<file path="config.mk">
export PLATFORM = sky130hd
export DESIGN_NAME = escaped_frame_receiver
export DESIGN_NICKNAME = d
export VERILOG_FILES = /design/src/rtl/efr_pkg.sv /design/src/rtl/efr_store.sv /design/src/rtl/efr_ctrl.sv /design/src/rtl/escaped_frame_receiver.sv
export SDC_FILE = /design/constraint.sdc
export NUM_CORES = 1
export LEC_CHECK = 0
export BUFFER_PORTS_ARGS = -buffer_cell sky130_fd_sc_hd__buf_2
export CAP_MARGIN = 20
export CORE_MARGIN = 3
export CORE_UTILIZATION = 40
export CTS_CLUSTER_SIZE = 30
export DETAILED_ROUTE_END_ITERATION = 10
export HOLD_SLACK_MARGIN = 0.06
export PLACE_DENSITY = 0.63
export RECOVER_POWER = 25
export SLEW_MARGIN = 10
export SYNTH_ARGS = -nofsm -noshare
export SYNTH_HDL_FRONTEND = slang
export SYNTH_HIERARCHICAL = 1
export SYNTH_SLANG_ARGS = --single-unit
</file>
<file path="constraint.sdc">
create_clock -name clk -period 4.3 [get_ports clk]
set_clock_uncertainty 0.05 [all_clocks]
set_input_delay 0.43 -clock clk [delete_from_list [all_inputs] [get_ports clk]]
set_output_delay 0.43 -clock clk [all_outputs]
set_load 0.005 [all_outputs]
</file>
<file path="src/rtl/efr_pkg.sv">
// Shared types and constants for the escaped frame receiver.
`default_nettype none

package efr_pkg;

  // Widths of the data word and of the reported frame length.
  localparam int BYTE_W  = 8;
  localparam int LEN_W   = 6;
  localparam int CFG_IDX_W = 2;

  // Configuration register indexes.
  localparam logic [CFG_IDX_W-1:0] REG_START_CODE  = 2'd0;
  localparam logic [CFG_IDX_W-1:0] REG_STOP_CODE   = 2'd1;
  localparam logic [CFG_IDX_W-1:0] REG_ESCAPE_CODE = 2'd2;

  // Register values after reset.
  localparam logic [BYTE_W-1:0] START_CODE_RST  = 8'h02;
  localparam logic [BYTE_W-1:0] STOP_CODE_RST   = 8'h03;
  localparam logic [BYTE_W-1:0] ESCAPE_CODE_RST = 8'h10;

  // Control byte values seen by the framing logic.
  typedef struct packed {
    logic [BYTE_W-1:0] start_code;
    logic [BYTE_W-1:0] stop_code;
    logic [BYTE_W-1:0] escape_code;
  } cfg_t;

  // Receive and delivery states.
  typedef enum logic [2:0] {
    ST_WAIT,
    ST_RECV,
    ST_ESC,
    ST_READ,
    ST_LOAD,
    ST_EMPTY
  } state_t;

endpackage

`default_nettype wire

</file>
<file path="src/rtl/efr_store.sv">
// Payload buffer: one write port and one registered read port.
`default_nettype none

module efr_store #(
  parameter int MAX_PAYLOAD = 32
) (
  input  wire logic                                clk,
  input  wire logic                                we,
  input  wire logic [((MAX_PAYLOAD > 1) ? $clog2(MAX_PAYLOAD) : 1)-1:0] waddr,
  input  wire logic [efr_pkg::BYTE_W-1:0]          wdata,
  input  wire logic                                re,
  input  wire logic [((MAX_PAYLOAD > 1) ? $clog2(MAX_PAYLOAD) : 1)-1:0] raddr,
  output      logic [efr_pkg::BYTE_W-1:0]          rdata
);
  import efr_pkg::*;

  logic [BYTE_W-1:0] mem [MAX_PAYLOAD];

  // Write a payload word as it is received.
  always_ff @(posedge clk) begin
    if (we) begin
      mem[waddr] <= wdata;
    end
  end

  // Read data is registered and holds until the next read.
  always_ff @(posedge clk) begin
    if (re) begin
      rdata <= mem[raddr];
    end
  end

endmodule

`default_nettype wire

</file>
<file path="src/rtl/efr_ctrl.sv">
// Framing state machine, checksum logic and output register.
`default_nettype none

module efr_ctrl #(
  parameter int MAX_PAYLOAD = 32
) (
  input  wire logic                                clk,
  input  wire logic                                rst,
  input  wire efr_pkg::cfg_t                       cfg,
  input  wire logic                                in_valid,
  output      logic                                in_stall,
  input  wire logic [efr_pkg::BYTE_W-1:0]          rx_byte,
  output      logic                                out_valid,
  input  wire logic                                out_stall,
  output      logic [efr_pkg::BYTE_W-1:0]          payload_byte,
  output      logic                                empty_frame,
  output      logic                                last_of_frame,
  output      logic [efr_pkg::LEN_W-1:0]           frame_length,
  output      logic                                mem_we,
  output      logic [((MAX_PAYLOAD > 1) ? $clog2(MAX_PAYLOAD) : 1)-1:0] mem_waddr,
  output      logic [efr_pkg::BYTE_W-1:0]          mem_wdata,
  output      logic                                mem_re,
  output      logic [((MAX_PAYLOAD > 1) ? $clog2(MAX_PAYLOAD) : 1)-1:0] mem_raddr,
  input  wire logic [efr_pkg::BYTE_W-1:0]          mem_rdata
);
  import efr_pkg::*;

  localparam int AW = (MAX_PAYLOAD > 1) ? $clog2(MAX_PAYLOAD) : 1;
  localparam int CW = $clog2(MAX_PAYLOAD + 1);
  localparam logic [CW-1:0] MAX_CNT = CW'(MAX_PAYLOAD);

  state_t            state, state_next;
  logic [CW-1:0]     count, count_next;
  logic              staged, staged_next;
  logic [BYTE_W-1:0] held, held_next;
  logic [BYTE_W-1:0] xsum, xsum_next;
  logic [CW-1:0]     idx, idx_next;

  logic accept;
  logic out_free;
  logic do_take;
  logic do_clear;
  logic load_byte;
  logic load_empty;
  logic is_last;
  logic overflow;

  assign accept   = in_valid && !in_stall;
  assign out_free = !out_valid || !out_stall;
  assign is_last  = ((idx + CW'(1)) == count);
  assign overflow = staged && (count >= MAX_CNT);

  // Input is held off while a checked frame is read out.
  assign in_stall = (state == ST_READ) || (state == ST_LOAD) || (state == ST_EMPTY);

  // State register.
  always_ff @(posedge clk) begin
    if (rst) begin
      state <= ST_WAIT;
    end else begin
      state <= state_next;
    end
  end

  // Next state, frame commands and buffer reads.
  always_comb begin
    state_next = state;
    do_take    = 1'b0;
    do_clear   = 1'b0;
    load_byte  = 1'b0;
    load_empty = 1'b0;
    mem_re     = 1'b0;
    idx_next   = idx;
    unique case (state)
      ST_RECV: begin
        if (accept) begin
          priority if (rx_byte == cfg.escape_code) begin
            state_next = ST_ESC;
          end else if (rx_byte == cfg.start_code) begin
            do_clear = 1'b1;
          end else if (rx_byte == cfg.stop_code) begin
            state_next = ST_WAIT;
            idx_next   = '0;
            if (staged && (held == xsum)) begin
              state_next = (count == '0) ? ST_EMPTY : ST_READ;
            end
          end else begin
            do_take = 1'b1;
          end
        end
      end
      ST_ESC: begin
        if (accept) begin
          do_take    = 1'b1;
          state_next = ST_RECV;
        end
      end
      ST_READ: begin
        mem_re     = 1'b1;
        state_next = ST_LOAD;
      end
      ST_LOAD: begin
        if (out_free) begin
          load_byte  = 1'b1;
          idx_next   = idx + CW'(1);
          state_next = is_last ? ST_WAIT : ST_READ;
        end
      end
      ST_EMPTY: begin
        if (out_free) begin
          load_empty = 1'b1;
          state_next = ST_WAIT;
        end
      end
      ST_WAIT: begin
        if (accept && (rx_byte == cfg.start_code)) begin
          do_clear   = 1'b1;
          state_next = ST_RECV;
        end
      end
      default: begin
        // An unknown code acts as waiting for a start word.
        state_next = ST_WAIT;
        if (accept && (rx_byte == cfg.start_code)) begin
          do_clear   = 1'b1;
          state_next = ST_RECV;
        end
      end
    endcase
  end

  // Staging of each received word: the held word moves into the buffer.
  always_comb begin
    count_next  = count;
    staged_next = staged;
    held_next   = held;
    xsum_next   = xsum;
    mem_we      = 1'b0;
    if (do_clear) begin
      count_next  = '0;
      staged_next = 1'b0;
      xsum_next   = '0;
    end else if (do_take) begin
      if (overflow) begin
        // A word past the buffer restarts the frame and is dropped.
        count_next  = '0;
        staged_next = 1'b0;
        xsum_next   = '0;
      end else begin
        if (staged) begin
          mem_we     = 1'b1;
          count_next = count + CW'(1);
          xsum_next  = xsum ^ held;
        end
        held_next   = rx_byte;
        staged_next = 1'b1;
      end
    end
  end

  assign mem_waddr = count[AW-1:0];
  assign mem_wdata = held;
  assign mem_raddr = idx[AW-1:0];

  // Frame registers.
  always_ff @(posedge clk) begin
    if (rst) begin
      count  <= '0;
      staged <= 1'b0;
      held   <= '0;
      xsum   <= '0;
      idx    <= '0;
    end else begin
      count  <= count_next;
      staged <= staged_next;
      held   <= held_next;
      xsum   <= xsum_next;
      idx    <= idx_next;
    end
  end

  // Output register valid flag.
  always_ff @(posedge clk) begin
    if (rst) begin
      out_valid <= 1'b0;
    end else if (load_byte || load_empty) begin
      out_valid <= 1'b1;
    end else if (!out_stall) begin
      out_valid <= 1'b0;
    end
  end

  // Output register payload.
  always_ff @(posedge clk) begin
    if (load_byte) begin
      payload_byte  <= mem_rdata;
      empty_frame   <= 1'b0;
      last_of_frame <= is_last;
      frame_length  <= LEN_W'(count);
    end else if (load_empty) begin
      payload_byte  <= '0;
      empty_frame   <= 1'b1;
      last_of_frame <= 1'b1;
      frame_length  <= '0;
    end
  end

endmodule

`default_nettype wire

</file>
<file path="src/rtl/escaped_frame_receiver.sv">
// Top level of the escaped frame receiver: configuration registers and wiring.
`default_nettype none

// Receives a byte-stuffed link one word per cycle unless in_stall is high:
// a start code opens a frame, an escape code makes the next word literal, a
// stop code closes it, and the word just before stop is the XOR checksum of
// the payload. While receiving, one input word is taken every cycle. When a
// frame checks out, the input stalls while the payload is read back from the
// single buffer memory: each payload word is read from memory, then loaded
// into the output register once it is free; an empty frame loads one word
// once the output register is free. A finished result can wait in the output
// register while new words arrive. Frames with a bad checksum, or a stop with
// nothing received, give no output. Control codes are written through the
// cfg port while the block is idle; the user must ensure this, not the block.
module escaped_frame_receiver #(
  parameter int MAX_PAYLOAD = 32
) (
  input  wire logic                              clk,
  input  wire logic                              rst,
  input  wire logic                              cfg_write,
  input  wire logic [efr_pkg::CFG_IDX_W-1:0]     cfg_index,
  input  wire logic [efr_pkg::BYTE_W-1:0]        cfg_data,
  input  wire logic                              in_valid,
  output      logic                              in_stall,
  input  wire logic [efr_pkg::BYTE_W-1:0]        rx_byte,
  output      logic                              out_valid,
  input  wire logic                              out_stall,
  output      logic [efr_pkg::BYTE_W-1:0]        payload_byte,
  output      logic                              empty_frame,
  output      logic                              last_of_frame,
  output      logic [efr_pkg::LEN_W-1:0]         frame_length
);
  import efr_pkg::*;

  localparam int AW = (MAX_PAYLOAD > 1) ? $clog2(MAX_PAYLOAD) : 1;

  cfg_t              cfg;
  logic              mem_we;
  logic [AW-1:0]     mem_waddr;
  logic [BYTE_W-1:0] mem_wdata;
  logic              mem_re;
  logic [AW-1:0]     mem_raddr;
  logic [BYTE_W-1:0] mem_rdata;

  // Configuration registers.
  always_ff @(posedge clk) begin
    if (rst) begin
      cfg.start_code  <= START_CODE_RST;
      cfg.stop_code   <= STOP_CODE_RST;
      cfg.escape_code <= ESCAPE_CODE_RST;
    end else if (cfg_write) begin
      case (cfg_index)
        REG_START_CODE:  cfg.start_code  <= cfg_data;
        REG_STOP_CODE:   cfg.stop_code   <= cfg_data;
        REG_ESCAPE_CODE: cfg.escape_code <= cfg_data;
        default: begin
        end
      endcase
    end
  end

  efr_ctrl #(
    .MAX_PAYLOAD (MAX_PAYLOAD)
  ) u_ctrl (
    .clk           (clk),
    .rst           (rst),
    .cfg           (cfg),
    .in_valid      (in_valid),
    .in_stall      (in_stall),
    .rx_byte       (rx_byte),
    .out_valid     (out_valid),
    .out_stall     (out_stall),
    .payload_byte  (payload_byte),
    .empty_frame   (empty_frame),
    .last_of_frame (last_of_frame),
    .frame_length  (frame_length),
    .mem_we        (mem_we),
    .mem_waddr     (mem_waddr),
    .mem_wdata     (mem_wdata),
    .mem_re        (mem_re),
    .mem_raddr     (mem_raddr),
    .mem_rdata     (mem_rdata)
  );

  efr_store #(
    .MAX_PAYLOAD (MAX_PAYLOAD)
  ) u_store (
    .clk   (clk),
    .we    (mem_we),
    .waddr (mem_waddr),
    .wdata (mem_wdata),
    .re    (mem_re),
    .raddr (mem_raddr),
    .rdata (mem_rdata)
  );

endmodule

`default_nettype wire

</file>
==> metrics.md, run 1 <==
| Metric | Value |
|---|---|
| Outcome | `finished, violations left` |
| Violated checks | `max-capacitance violations, max-slew violations` |
| Pre-antenna DRT Iters | `5` |
| DP Area | `14960 sq um` |
| Crit-path max FO | `16` |
| Vias in the first global route | `7743` |
| Post-Synth XOR/XNOR Area | `2.421%` |
| Post-Syn Area | `14110 sq um` |
| Required @ worst endpoint | `4400 ps` |
| Syn_area_per_cell | `16.79 sq um` |
| CTS clock-pin slew for the worst setup and hold paths | `60 ps` |
| Final net count | `936` |
| Worst-Skew Late Latency | `520 ps` |
| Family with the most delay on the worst path | `simple AND/OR/NAND/NOR gates` |
| Peak VDD IR | `259.0 uV` |
| CTS Root Buffer Type | `clkbuf_16` |
| Dominant synthesized flop cell | `edfxtp_1` |
| Final Max Tran Viols | `241` |
| Routability cong. | `0.7896` |
| First-pass GRT wire length | `46410 microns` |
| Reg2Reg Setup Slack | `780 ps` |
| FF-to-FF Start | `u_ctrl/state[0]` |
| RSZ-0062 raised after global routing | `false` |
| H-tree depth | `2` |
| Synth area leader | `edfxtp_1` |
| Clock buffer depth | `3` |
| Gr usage total | `15.93%` |
| Crit start category | `flop` |
| Worst min path class | `input pin to flop` |
| Syn_nets | `866` |
| Worst path cell trace | `inv_2 > nor3_2 > o21ai_1 > o32a_1 > or4_1 > inv_1 > or3b_2 > nor2_1` |
| Die Wd | `193.8 microns` |
| Post-synth EDFFs | `279` |
| Commonest non-fill, non-tap cells in the layout | `edfxtp_1 (279), mux4_2 (80), dfxtp_1 (56)` |
| Hold-fix buffers, CTS | `0` |
| Ys Warns | `6` |
| Vias | `7678` |
| Initial core utilization | `40.74%` |
| Die ar. | `37560 sq um` |
| Critical path's largest stage delay | `640 ps` |
| Mux cell area share after synthesis | `15.11%` |
| Post-Synth Simple-Gate Area | `7.317%` |
| # Max-Cap Violations | `6` |
| Largest net degree at the start of global routing | `61` |
| Post-route ant nets | `0` |
| Largest family of logic cells by synthesized area | `multiplexers` |
| Post-CTS setup buffer count | `0` |
| Final worst-path cycle share | `81.89%` |
| Measured slew at the worst slew-check pin | `2249 ps` |
| Setup CP Type | `flop to flop` |
| CP Capture Type | `flop` |
| Cell Pwr Density | `422.1 nW/um^2` |
| # clock sinks | `337` |
| 1st-iter DRT viols | `722` |
| DIE HEIGHT | `193.8 microns` |
| Top-level port count | `41` |
| Post-cts repair resize count | `0` |
| Synth top area share | `59.39%` |
| Layout cells sized above 1 | `25.51%` |
| Mapped Cells | `840` |
| Most common cell after layout, fill and taps aside | `edfxtp_1` |
| Fmax | `284.0 MHz` |
| DRC | `0` |
| Hold path start | `cfg_data[1]` |
| Reg2reg end | `u_store/mem[0][2]` |
| PortBufs | `40` |
| Vias/cell | `5.516` |
| Initial antenna violation count | `0` |
| Hold Path Depth | `3` |
| Setup TNS | `0 ps` |
| Final Hold Viols | `0` |
| Dpl hpwl | `19210 microns` |
| Core ar. | `34630 sq um` |
| Post-synthesis sequential area ratio | `67.62%` |
| Reg2reg path depth | `8` |
| Post-route cell area | `16110 sq um` |
| Endpoints failing setup | `0` |
| Leakage | `0.005242 uW` |
| Top post-synthesis cells by area | `edfxtp_1 (59%), mux4_2 (13%), dfxtp_1 (8.2%)` |
| Synthesis-to-layout area growth | `14.19%` |
| Post-Synth Adder-Cell Area | `0.2661%` |
| Diode count | `0` |
| Total Wirelength | `30220 microns` |
| Async set or reset register ratio after synthesis | `0%` |
| CTS buffer count | `36` |
| Compound-Gate Fraction of Synth Area | `4.727%` |
| Post-synthesis cell type count | `56` |
| Fillers | `2948` |
| CTS tree | `done` |
| Slew headroom | `-49.96%` |
| #FFs+latches synth | `337` |
| WHS Endpoint | `cfg[1]` |
| FP Rows | `68` |
| CP bufs+invs | `2` |
| CP max-delay cell | `nor2_1` |
| Min cycle time layout | `3521 ps` |
| Wire per inst | `21.71 microns` |
| Worst endpoint data arrival time | `3620 ps` |
| Grt ovf | `0` |
## per-stage QoR
step / utilization, % / hold WS, ps / power, uW / setup slack, ps / std cells
final: 46.52 / 134.4 / 6799 / 778.8 / 1392
after CTS: 46.59 / 113.1 / 6874 / 745.3 / 1392
after detailed placement: 43.20 / 403.5 / 3840 / 637.7 / 1327
after global placement: 43.20 / 400.7 / 3834 / 718.9 / 1327
after global routing: 46.52 / 151.7 / 7021 / 558.9 / 1392
after floorplan: - / 398.3 / 3750 / 994.9 / 840
## report_power, final
group,internal (uW),switching [uW]
logic,68.8,155
registers,3540,8.80
clock network,1820,1210
## cells in the mapped netlist (9+ instances only)
cell	instances
nand4_1	17
edfxtp_1	279
o21ai_0	16
nand3_1	9
nand3b_1	9
nor3_1	10
o311ai_0	10
mux4_2	80
inv_1	17
buf_4	17
o31ai_1	12
nand2b_1	32
and3_1	14
mux2i_1	24
clkbuf_1	30
dfxtp_1	58
nor2b_1	9
xnor2_1	22
xor2_1	17
nand2_1	16
nor2_1	53
## worst max-delay path by stage
| stage | from | end | slack [ps] | cells after the start |
|---|---|---|---|---|
| floorplan | rx_byte[4] | u_store/mem[0][0] | 990 | 10 |
| global placement | rx_byte[2] | u_store/mem[0][5] | 720 | 9 |
| detailed placement | rx_byte[2] | u_store/mem[0][5] | 640 | 9 |
| CTS | u_ctrl/state[0] | u_store/mem[0][2] | 750 | 8 |
| global route | u_ctrl/state[0] | u_store/mem[0][2] | 560 | 8 |
| finish | u_ctrl/state[0] | u_store/mem[0][2] | 780 | 8 |
## final cells by class
| class | count | area (sq um) | area share, % |
|---|---|---|---|
| Sequential cell | 337 | 9544 | 59.25 |
| Inverter | 18 | 67.56 | 0.4194 |
| Tap cell | 455 | 569.3 | 3.534 |
| Clock inverter | 12 | 121.4 | 0.7534 |
| Clock buffer | 53 | 1051 | 6.524 |
| Timing Repair Buffer | 89 | 545.5 | 3.386 |
| Multi-Input combinational cell | 428 | 4210 | 26.14 |
## logic make-up (layout without fill, tap and decap cells)
group | count (synthesis) | after routing
XOR/XNOR | 39 | 39
buffers and inverters | 75 | 172
adder cells (fa/ha/maj) | 3 | 3
multiplexers | 112 | 112
AO/OA/AOI/OAI | 84 | 84
AND/OR/NAND/NOR | 190 | 190
flip-flops | 337 | 337
## sequential cells by signal, indices dropped and copies added (netlist names)
register,flops
u_ctrl/state,3
u_ctrl/count,6
cfg,24
u_ctrl/last_of_frame,1
u_store/rdata,8
u_ctrl/empty_frame,1
u_ctrl/mem_wdata,8
u_ctrl/staged,1
u_ctrl/out_valid,1
u_ctrl/payload_byte,8
u_store/mem,256
u_ctrl/idx,6
u_ctrl/frame_length,6
u_ctrl/xsum,8
## worst min-delay path: cells and delay by family
family	cells	cell delay (ps)
buffers and inverters	1	110
multiplexers	1	60
AND/OR/NAND/NOR	1	60
## metal layers
| metal | track usage [%] | vias up | share of wire (%) |
|---|---|---|---|
| li1 | - | 3472 | - |
| met1 | 22.44 | 3931 | 44 |
| met2 | 26.15 | 234 | 49 |
| met3 | 2.502 | 41 | 5.2 |
| met4 | 4.152 | 0 | 1.8 |
| met5 | 0 | - | 0 |
(Power assumes the default switching activity.)
==> inputs of run 2 (changes only) <==
- ABC_AREA: unset -> 1
- clock period: 4.3 -> 3.6 ns (I/O delays scaled with it)
==> metrics.md, run 2 <==
| Metric | Value |
|---|---|
| Outcome | `finished, violations left` |
| Violated checks | `max-capacitance violations, max-slew violations` |
| Layout cells sized above 1 | `11.49% (-14 points)` |
| Non-filler instance count after layout | `2096 (+51%)` |
| Reg2reg path depth | `9 (+1)` |
| Worst min path class | `input pin to flop` |
| CTS Root Buffer Type | `clkbuf_16` |
| FP Rows | `70 (+2.9%)` |
| Fin Hold WS | `81.50 ps (-52.89 ps)` |
| CP Capture Type | `flop` |
| Wire per inst | `17.24 microns (-21%)` |
| Gate power share | `3.5% (+0.2 points)` |
| Synth area leader | `edfxtp_1` |
| RSZ-0062 raised after global routing | `false` |
| Fmax | `346.6 MHz (+22%)` |
| CTS clock-pin slew for the worst setup and hold paths | `60 ps (about the same)` |
| Dominant synthesized flop cell | `edfxtp_1` |
| Min cycle time layout | `2885 ps (-636.3 ps)` |
| 1st-iter DRT viols | `909 (+26%)` |
| Critical path's largest stage delay | `1450 ps (+810 ps)` |
| Grt ovf | `0 (unchanged)` |
| Commonest non-fill, non-tap cells in the layout | `nand2_1 (503), edfxtp_1 (279), nand3_1 (234)` |
| Vias/cell | `5.082 (-7.9%)` |
| H-tree depth | `2 (unchanged)` |
| DRC | `0 (unchanged)` |
| Post-cts repair resize count | `0 (unchanged)` |
| Post-route ant nets | `0 (unchanged)` |
| Endpoints failing setup | `0 (unchanged)` |
| Initial core utilization | `41.10% (+0.36 points)` |
| Die Wd | `201.1 microns (+3.8%)` |
| Slew headroom | `-36.67% (+13 points)` |
| Reg2reg end | `u_ctrl/state[0]` |
| Peak VDD IR | `306.1 uV (+18%)` |
| Vias in the first global route | `10330 (+33%)` |
| First-pass GRT wire length | `57790 microns (+25%)` |
| FF-to-FF Start | `u_ctrl/mem_wdata[5]` |
| Top-level port count | `41 (unchanged)` |
| Measured slew at the worst slew-check pin | `2050 ps (-199.4 ps)` |
| Int Power | `6654 uW (+23%)` |
| Synth top area share | `55.02% (-4.4 points)` |
| Crit start category | `flop` |
| Synth cell count leaders | `nand2_1 (503), edfxtp_1 (279), nand3_1 (234), nor2_1 (109), inv_1 (96)` |
| Biggest register | `u_store/mem` |
| Final Max Tran Viols | `206 (-15%)` |
| Sequential share of power | `50.5% (-1.7 points)` |
| Hold Path Depth | `3 (unchanged)` |
| Largest net degree at the start of global routing | `69 (+13%)` |
| Routability cong. | `0.8282 (+4.9%)` |
| Sw Pwr | `1748 uW (+27%)` |
| Dpl hpwl | `22260 microns (+16%)` |
| #FFs+latches synth | `337 (unchanged)` |
| Ys Warns | `6 (unchanged)` |
| Top post-synthesis cells by area | `edfxtp_1 (55%), nand2_1 (12%), nand3_1 (7.7%)` |
| # Max-Cap Violations | `6 (unchanged)` |
| Worst-Skew Late Latency | `530 ps (about the same)` |
| Post-synthesis sequential area ratio | `62.65% (-5.0 points)` |
| CP Depth | `9 (+1)` |
| CTS tree | `done` |
| CP max-delay cell | `clkbuf_1` |
| DP Area | `15740 sq um (+5.2%)` |
| Die ar. | `40450 sq um (+7.7%)` |
| Crit-path max FO | `34 (+18)` |
| Final net count | `1591 (+70%)` |
| WHS Endpoint | `cfg[1]` |
| Async set or reset register ratio after synthesis | `0% (unchanged)` |
| PortBufs | `40 (unchanged)` |
| Post-synth EDFFs | `279 (unchanged)` |
| Hold path start | `cfg_data[1]` |
| Total Wirelength | `36130 microns (+20%)` |
| Vias | `10650 (+39%)` |
| Count leader, synth | `nand2_1` |
| Post-CTS setup buffer count | `0 (unchanged)` |
| # clock sinks | `337 (unchanged)` |
| Clock buffer depth | `3 (unchanged)` |
| Most frequent cell on the critical path | `nor2_1` |
| Most common cell after layout, fill and taps aside | `nand2_1` |
| Post-route cell area | `17010 sq um (+5.6%)` |
| Placed cell count | `2024 (+53%)` |
| DIE HEIGHT | `201.1 microns (+3.8%)` |
| Initial antenna violation count | `0 (unchanged)` |
| Clock Power Share | `46.0% (+1.5 points)` |
| Diode count | `0 (unchanged)` |
| Worst endpoint data arrival time | `3300 ps (-320 ps)` |
| Setup CP Type | `flop to flop` |
| CP bufs+invs | `1 (-1)` |
| Reg2Reg Setup Slack | `720 ps (-60 ps)` |
| CTS buffer count | `37 (+2.8%)` |
| Synthesis-to-layout area growth | `11.70%` |
| Syn_nets | `1548 (+79%)` |
| Largest register FFs | `256 (unchanged)` |
| Family with the most delay on the worst path | `buffers and inverters` |
| Gr usage total | `17.75% (+1.8 points)` |
| Pre-antenna DRT Iters | `5 (unchanged)` |
| Post-synthesis cell type count | `37 (-34%)` |
| Cell Pwr Density | `494.0 nW/um^2 (+17%)` |
| Worst path cell trace | `clkbuf_1 > xor2_1 > nor2_1 > nand3_1 > nor2_1 > nor2_1 > nand2_1 > nand3_1 > a21oi_1` |
| Core ar. | `37050 sq um (+7.0%)` |
| Syn_area_per_cell | `10.00 sq um (-40%)` |
| Post-Syn Area | `15230 sq um (+7.9%)` |
| Final worst-path cycle share | `80.14% (-1.8 points)` |
| Sw Ratio | `20.80% (+0.61 points)` |
| Leakage | `0.006382 uW (+22%)` |
| Largest regs | `u_store/mem (256), cfg (24)` |
| Required @ worst endpoint | `4020 ps (-380 ps)` |
| Final Hold Viols | `0 (unchanged)` |
| Setup TNS | `0 ps (unchanged)` |
| Mapped Cells | `1522 (+81%)` |
==> run 2: logic make-up after synthesis <==
group / Yosys count / synth area share, %
AND/OR/NAND/NOR: 913 / 26.30
flip-flops: 337 / 62.65
AO/OA/AOI/OAI: 48 / 2.005
adder cells (fa/ha/maj): 3 / 0.2465
buffers and inverters: 189 / 6.960
XOR/XNOR: 32 / 1.841
==> run 2: through the flow <==
stage | util (%) | total power, uW | setup slack, ps
floorplan | - | 4526 | 1211
global placement | 42.48 | 4607 | 758.1
detailed placement | 42.48 | 4612 | 709.0
CTS | 45.94 | 8478 | 839.5
global route | 45.91 | 8672 | 407.0
finish | 45.91 | 8402 | 715.0
==> run 2: power groups by stage <==
stage | Combinational, uW | Sequential [uW] | Clock, uW
after floorplan | 191 | 4340 | 0
after global placement | 285 | 4320 | 0
after detailed placement | 289 | 4320 | 0
after CTS | 295 | 4240 | 3940
after global routing | 326 | 4240 | 4100
final | 291 | 4240 | 3870
==> run 2: timing repair <==
action,CTS,global route
hold buffers,5,1
endpoints found under the hold margin,8,1
endpoints found under the setup margin,0,0
==> run 2: layer usage <==
layer / global-route usage, % / part of all wire (%) / vias to the layer above
met5: 0 / 0 / -
met4: 5.144 / 2.5 / 0
met3: 2.815 / 5.4 / 75
met2: 28.76 / 47 / 286
met1: 24.83 / 45 / 5117
li1: - / - / 5173
==> run 2: how the worst max path moves through the flow <==
stage | start | endpoint | slack, ps
after global routing | u_ctrl/mem_wdata[7] | u_ctrl/state[1] | 410
after CTS | u_ctrl/state[0] | u_store/mem[21][0] | 840
after global placement | rx_byte[6] | u_store/mem[12][3] | 760
final | u_ctrl/mem_wdata[5] | u_ctrl/state[0] | 720
after floorplan | rx_byte[5] | u_store/mem[11][0] | 1210
after detailed placement | rx_byte[6] | u_store/mem[4][1] | 710
==> run 2: tightest hold or removal path: cells and delay by family <==
kind                   cells  cell delay (ps)
buffers and inverters      1              130
and+or+nand+nor            2              140
==> run 2: final cells by class <==
| type | instances | area, sq um |
|---|---|---|
| fillers | 3483 | 20040 |
| flip-flops and latches | 337 | 9544 |
| multi-input cells | 996 | 4628 |
| clock buffers | 47 | 963.4 |
| well taps | 504 | 630.6 |
| repair buffers | 91 | 588.1 |
| inverters | 102 | 384.1 |
| clock inverters | 19 | 270.3 |
==> inputs of run 3 (changes only) <==
- clock period: 3.6 -> 2.7 ns (I/O delays scaled with it)
==> metrics.md, run 3 (same netlist as run 2, synthesis figures left out) <==
| Metric | Value |
|---|---|
| Pre-antenna DRT Iters | `5 (unchanged)` |
| DRC | `0 (unchanged)` |
| Post-route ant nets | `0 (unchanged)` |
| Fillers | `3459 (-0.69%)` |
| CTS clock-pin slew for the worst setup and hold paths | `60 ps (about the same)` |
| CTS buffer count | `36 (-2.7%)` |
| Initial antenna violation count | `0 (unchanged)` |
| Total Wirelength | `36560 microns (+1.2%)` |
| Min cycle time layout | `2406 ps (-479.2 ps)` |
| CTS Root Buffer Type | `clkbuf_16` |
| Non-filler instance count after layout | `2123 (+1.3%)` |
| Most common cell after layout, fill and taps aside | `nand2_1` |
| Core ar. | `37050 sq um (unchanged)` |
| Endpoints failing setup | `0 (unchanged)` |
| Worst min path class | `input pin to flop` |
| Commonest non-fill, non-tap cells in the layout | `nand2_1 (503), edfxtp_1 (279), nand3_1 (236)` |
| Largest net degree at the start of global routing | `68 (-1.4%)` |
| Gr usage total | `17.94% (+0.19 points)` |
| Initial core utilization | `41.10% (unchanged)` |
| Final Hold Viols | `0 (unchanged)` |
| Crit start category | `flop` |
| Synthesis-to-layout area growth | `12.37%` |
| CP Capture Type | `flop` |
| Violated checks | `max-capacitance violations, max-slew violations` |
| Origin of the worst setup path | `u_ctrl/idx[0]` |
| Biggest register | `u_store/mem` |
| Required @ worst endpoint | `3050 ps (-970 ps)` |
| Final Max Tran Viols | `68 (-67%)` |
| PortBufs | `40 (unchanged)` |
| Routability cong. | `0.8087 (-2.4%)` |
| Place WS | `285.9 ps (-423.1 ps)` |
| Vias in the first global route | `10440 (+0.98%)` |
| Worst endpoint data arrival time | `2750 ps (-550 ps)` |
| RSZ-0062 raised after global routing | `false` |
| Clock buffer depth | `3 (unchanged)` |
| Layout cells sized above 1 | `12.17% (+0.67 points)` |
| Setup CP Type | `flop to flop` |
| Crit-path max FO | `67 (+97%)` |
| 1st-iter DRT viols | `1075 (+18%)` |
| Final worst-path cycle share | `89.10% (+9.0 points)` |
| CTS tree | `done` |
| Setup TNS | `0 ps (unchanged)` |
| Diode count | `0 (unchanged)` |
| Die Wd | `201.1 microns (unchanged)` |
| Hold path start | `cfg_index[0]` |
| Peak VDD IR | `447.4 uV (+46%)` |
| Placed cell count | `2041 (+0.84%)` |
| Slew headroom | `-36.13% (+0.54 points)` |
| Final Power | `10650 uW (+27%)` |
| DIE HEIGHT | `201.1 microns (unchanged)` |
| # clock sinks | `337 (unchanged)` |
| Leakage | `0.006453 uW (+1.1%)` |
| Measured slew at the worst slew-check pin | `2042 ps (-8.079 ps)` |
| Fmax | `415.7 MHz (+20%)` |
| H-tree depth | `2 (unchanged)` |
| FP Rows | `70 (unchanged)` |
| Grt ovf | `0 (unchanged)` |
| Dpl hpwl | `22720 microns (+2.1%)` |
| Wire per inst | `17.22 microns (about the same)` |
| Top-level port count | `41 (unchanged)` |
| Worst Slack Setup Final | `294.3 ps (-420.8 ps)` |
| Largest register FFs | `256 (unchanged)` |
| Largest regs | `u_store/mem (256), cfg (24)` |
| Vias | `10780 (+1.2%)` |
| Vias/cell | `5.078 (about the same)` |
| # Max-Cap Violations | `2 (-4)` |
| FF-to-FF Start | `u_ctrl/idx[0]` |
| Outcome | `finished, violations left` |
| Cell Pwr Density | `622.3 nW/um^2 (+26%)` |
| Die ar. | `40450 sq um (unchanged)` |
| Final net count | `1619 (+1.8%)` |
| First-pass GRT wire length | `57920 microns (+0.23%)` |
| Worst-Skew Late Latency | `530 ps (about the same)` |
==> run 3: cell count changes in the layout (fill, tap and decap cells not counted), sizes merged <==
cell and change:
buf +17, bufinv -6, clkbuf +5, clkinv +2, dlygate4sd3 +11, inv -2
==> run 3: critical path, cell delays in order (launching register included) <==
cell	delay [ps]
dfxtp_4	350
buf_4	530
ha_1	360
nand3_1	100
nand2_1	90
nand2_1	80
nand2_1	70
nand2_1	50
nor2_1	110
nand3_1	140
nand2_1	130
nand2_1	70
nand2_1	50
a21oi_1	60
==> run 3: cell type report <==
cell class                 count  area (sq um)  area share, %
timing repair buffer         120         857.1          5.009
sequential                   337          9544          55.78
multi-input combinational    996          4603          26.90
tap                          504         630.6          3.686
inverter                     102         384.1          2.245
clock inverter                13         93.84         0.5484
clock buffer                  51         997.2          5.828
==> run 3: repair_timing <==
item	CTS	global route
resized for setup	0	0
buffers inserted	0	0
setup endpoints to repair	0	0
hold endpoints to repair	29	0
hold buffers	17	0
==> run 3: report_power, final <==
part           leakage (uW)  total (uW)  internal, uW  switching [uW]
Clock              0.000528        4580          2600            1990
Combinational       0.00320         410           128             283
Sequential          0.00272        5650          5630            23.0
==> run 3: metrics by stage <==
step | hold WS, ps | util, % | instance area [sq um]
2_1_floorplan | 348.2 | - | 15230
3_3_place_gp | 391.3 | 42.86 | 15880
3_5_place_dp | 393.1 | 42.86 | 15880
4_1_cts | 63.76 | 46.26 | 17140
5_1_grt | 67.46 | 46.18 | 17110
6_report | 60.70 | 46.18 | 17110
==> run 3: routing by layer <==
metal	global-route usage, %	up-vias	wire (microns)
met5	0	-	0
met4	5.295	0	750
met3	2.589	56	2185
met2	29.11	326	17450
met1	25.18	5177	16170
li1	-	5221	-
==> run 3: path summary, 6_finish.rpt <==
check	endpoint	depth (start not counted)	slack, ps
hold reg to reg	u_ctrl/empty_frame	2	400
hold / removal	cfg[8]	3	60
setup reg to reg	u_ctrl/state[1]	13	290
setup / recovery	u_ctrl/state[1]	13	290
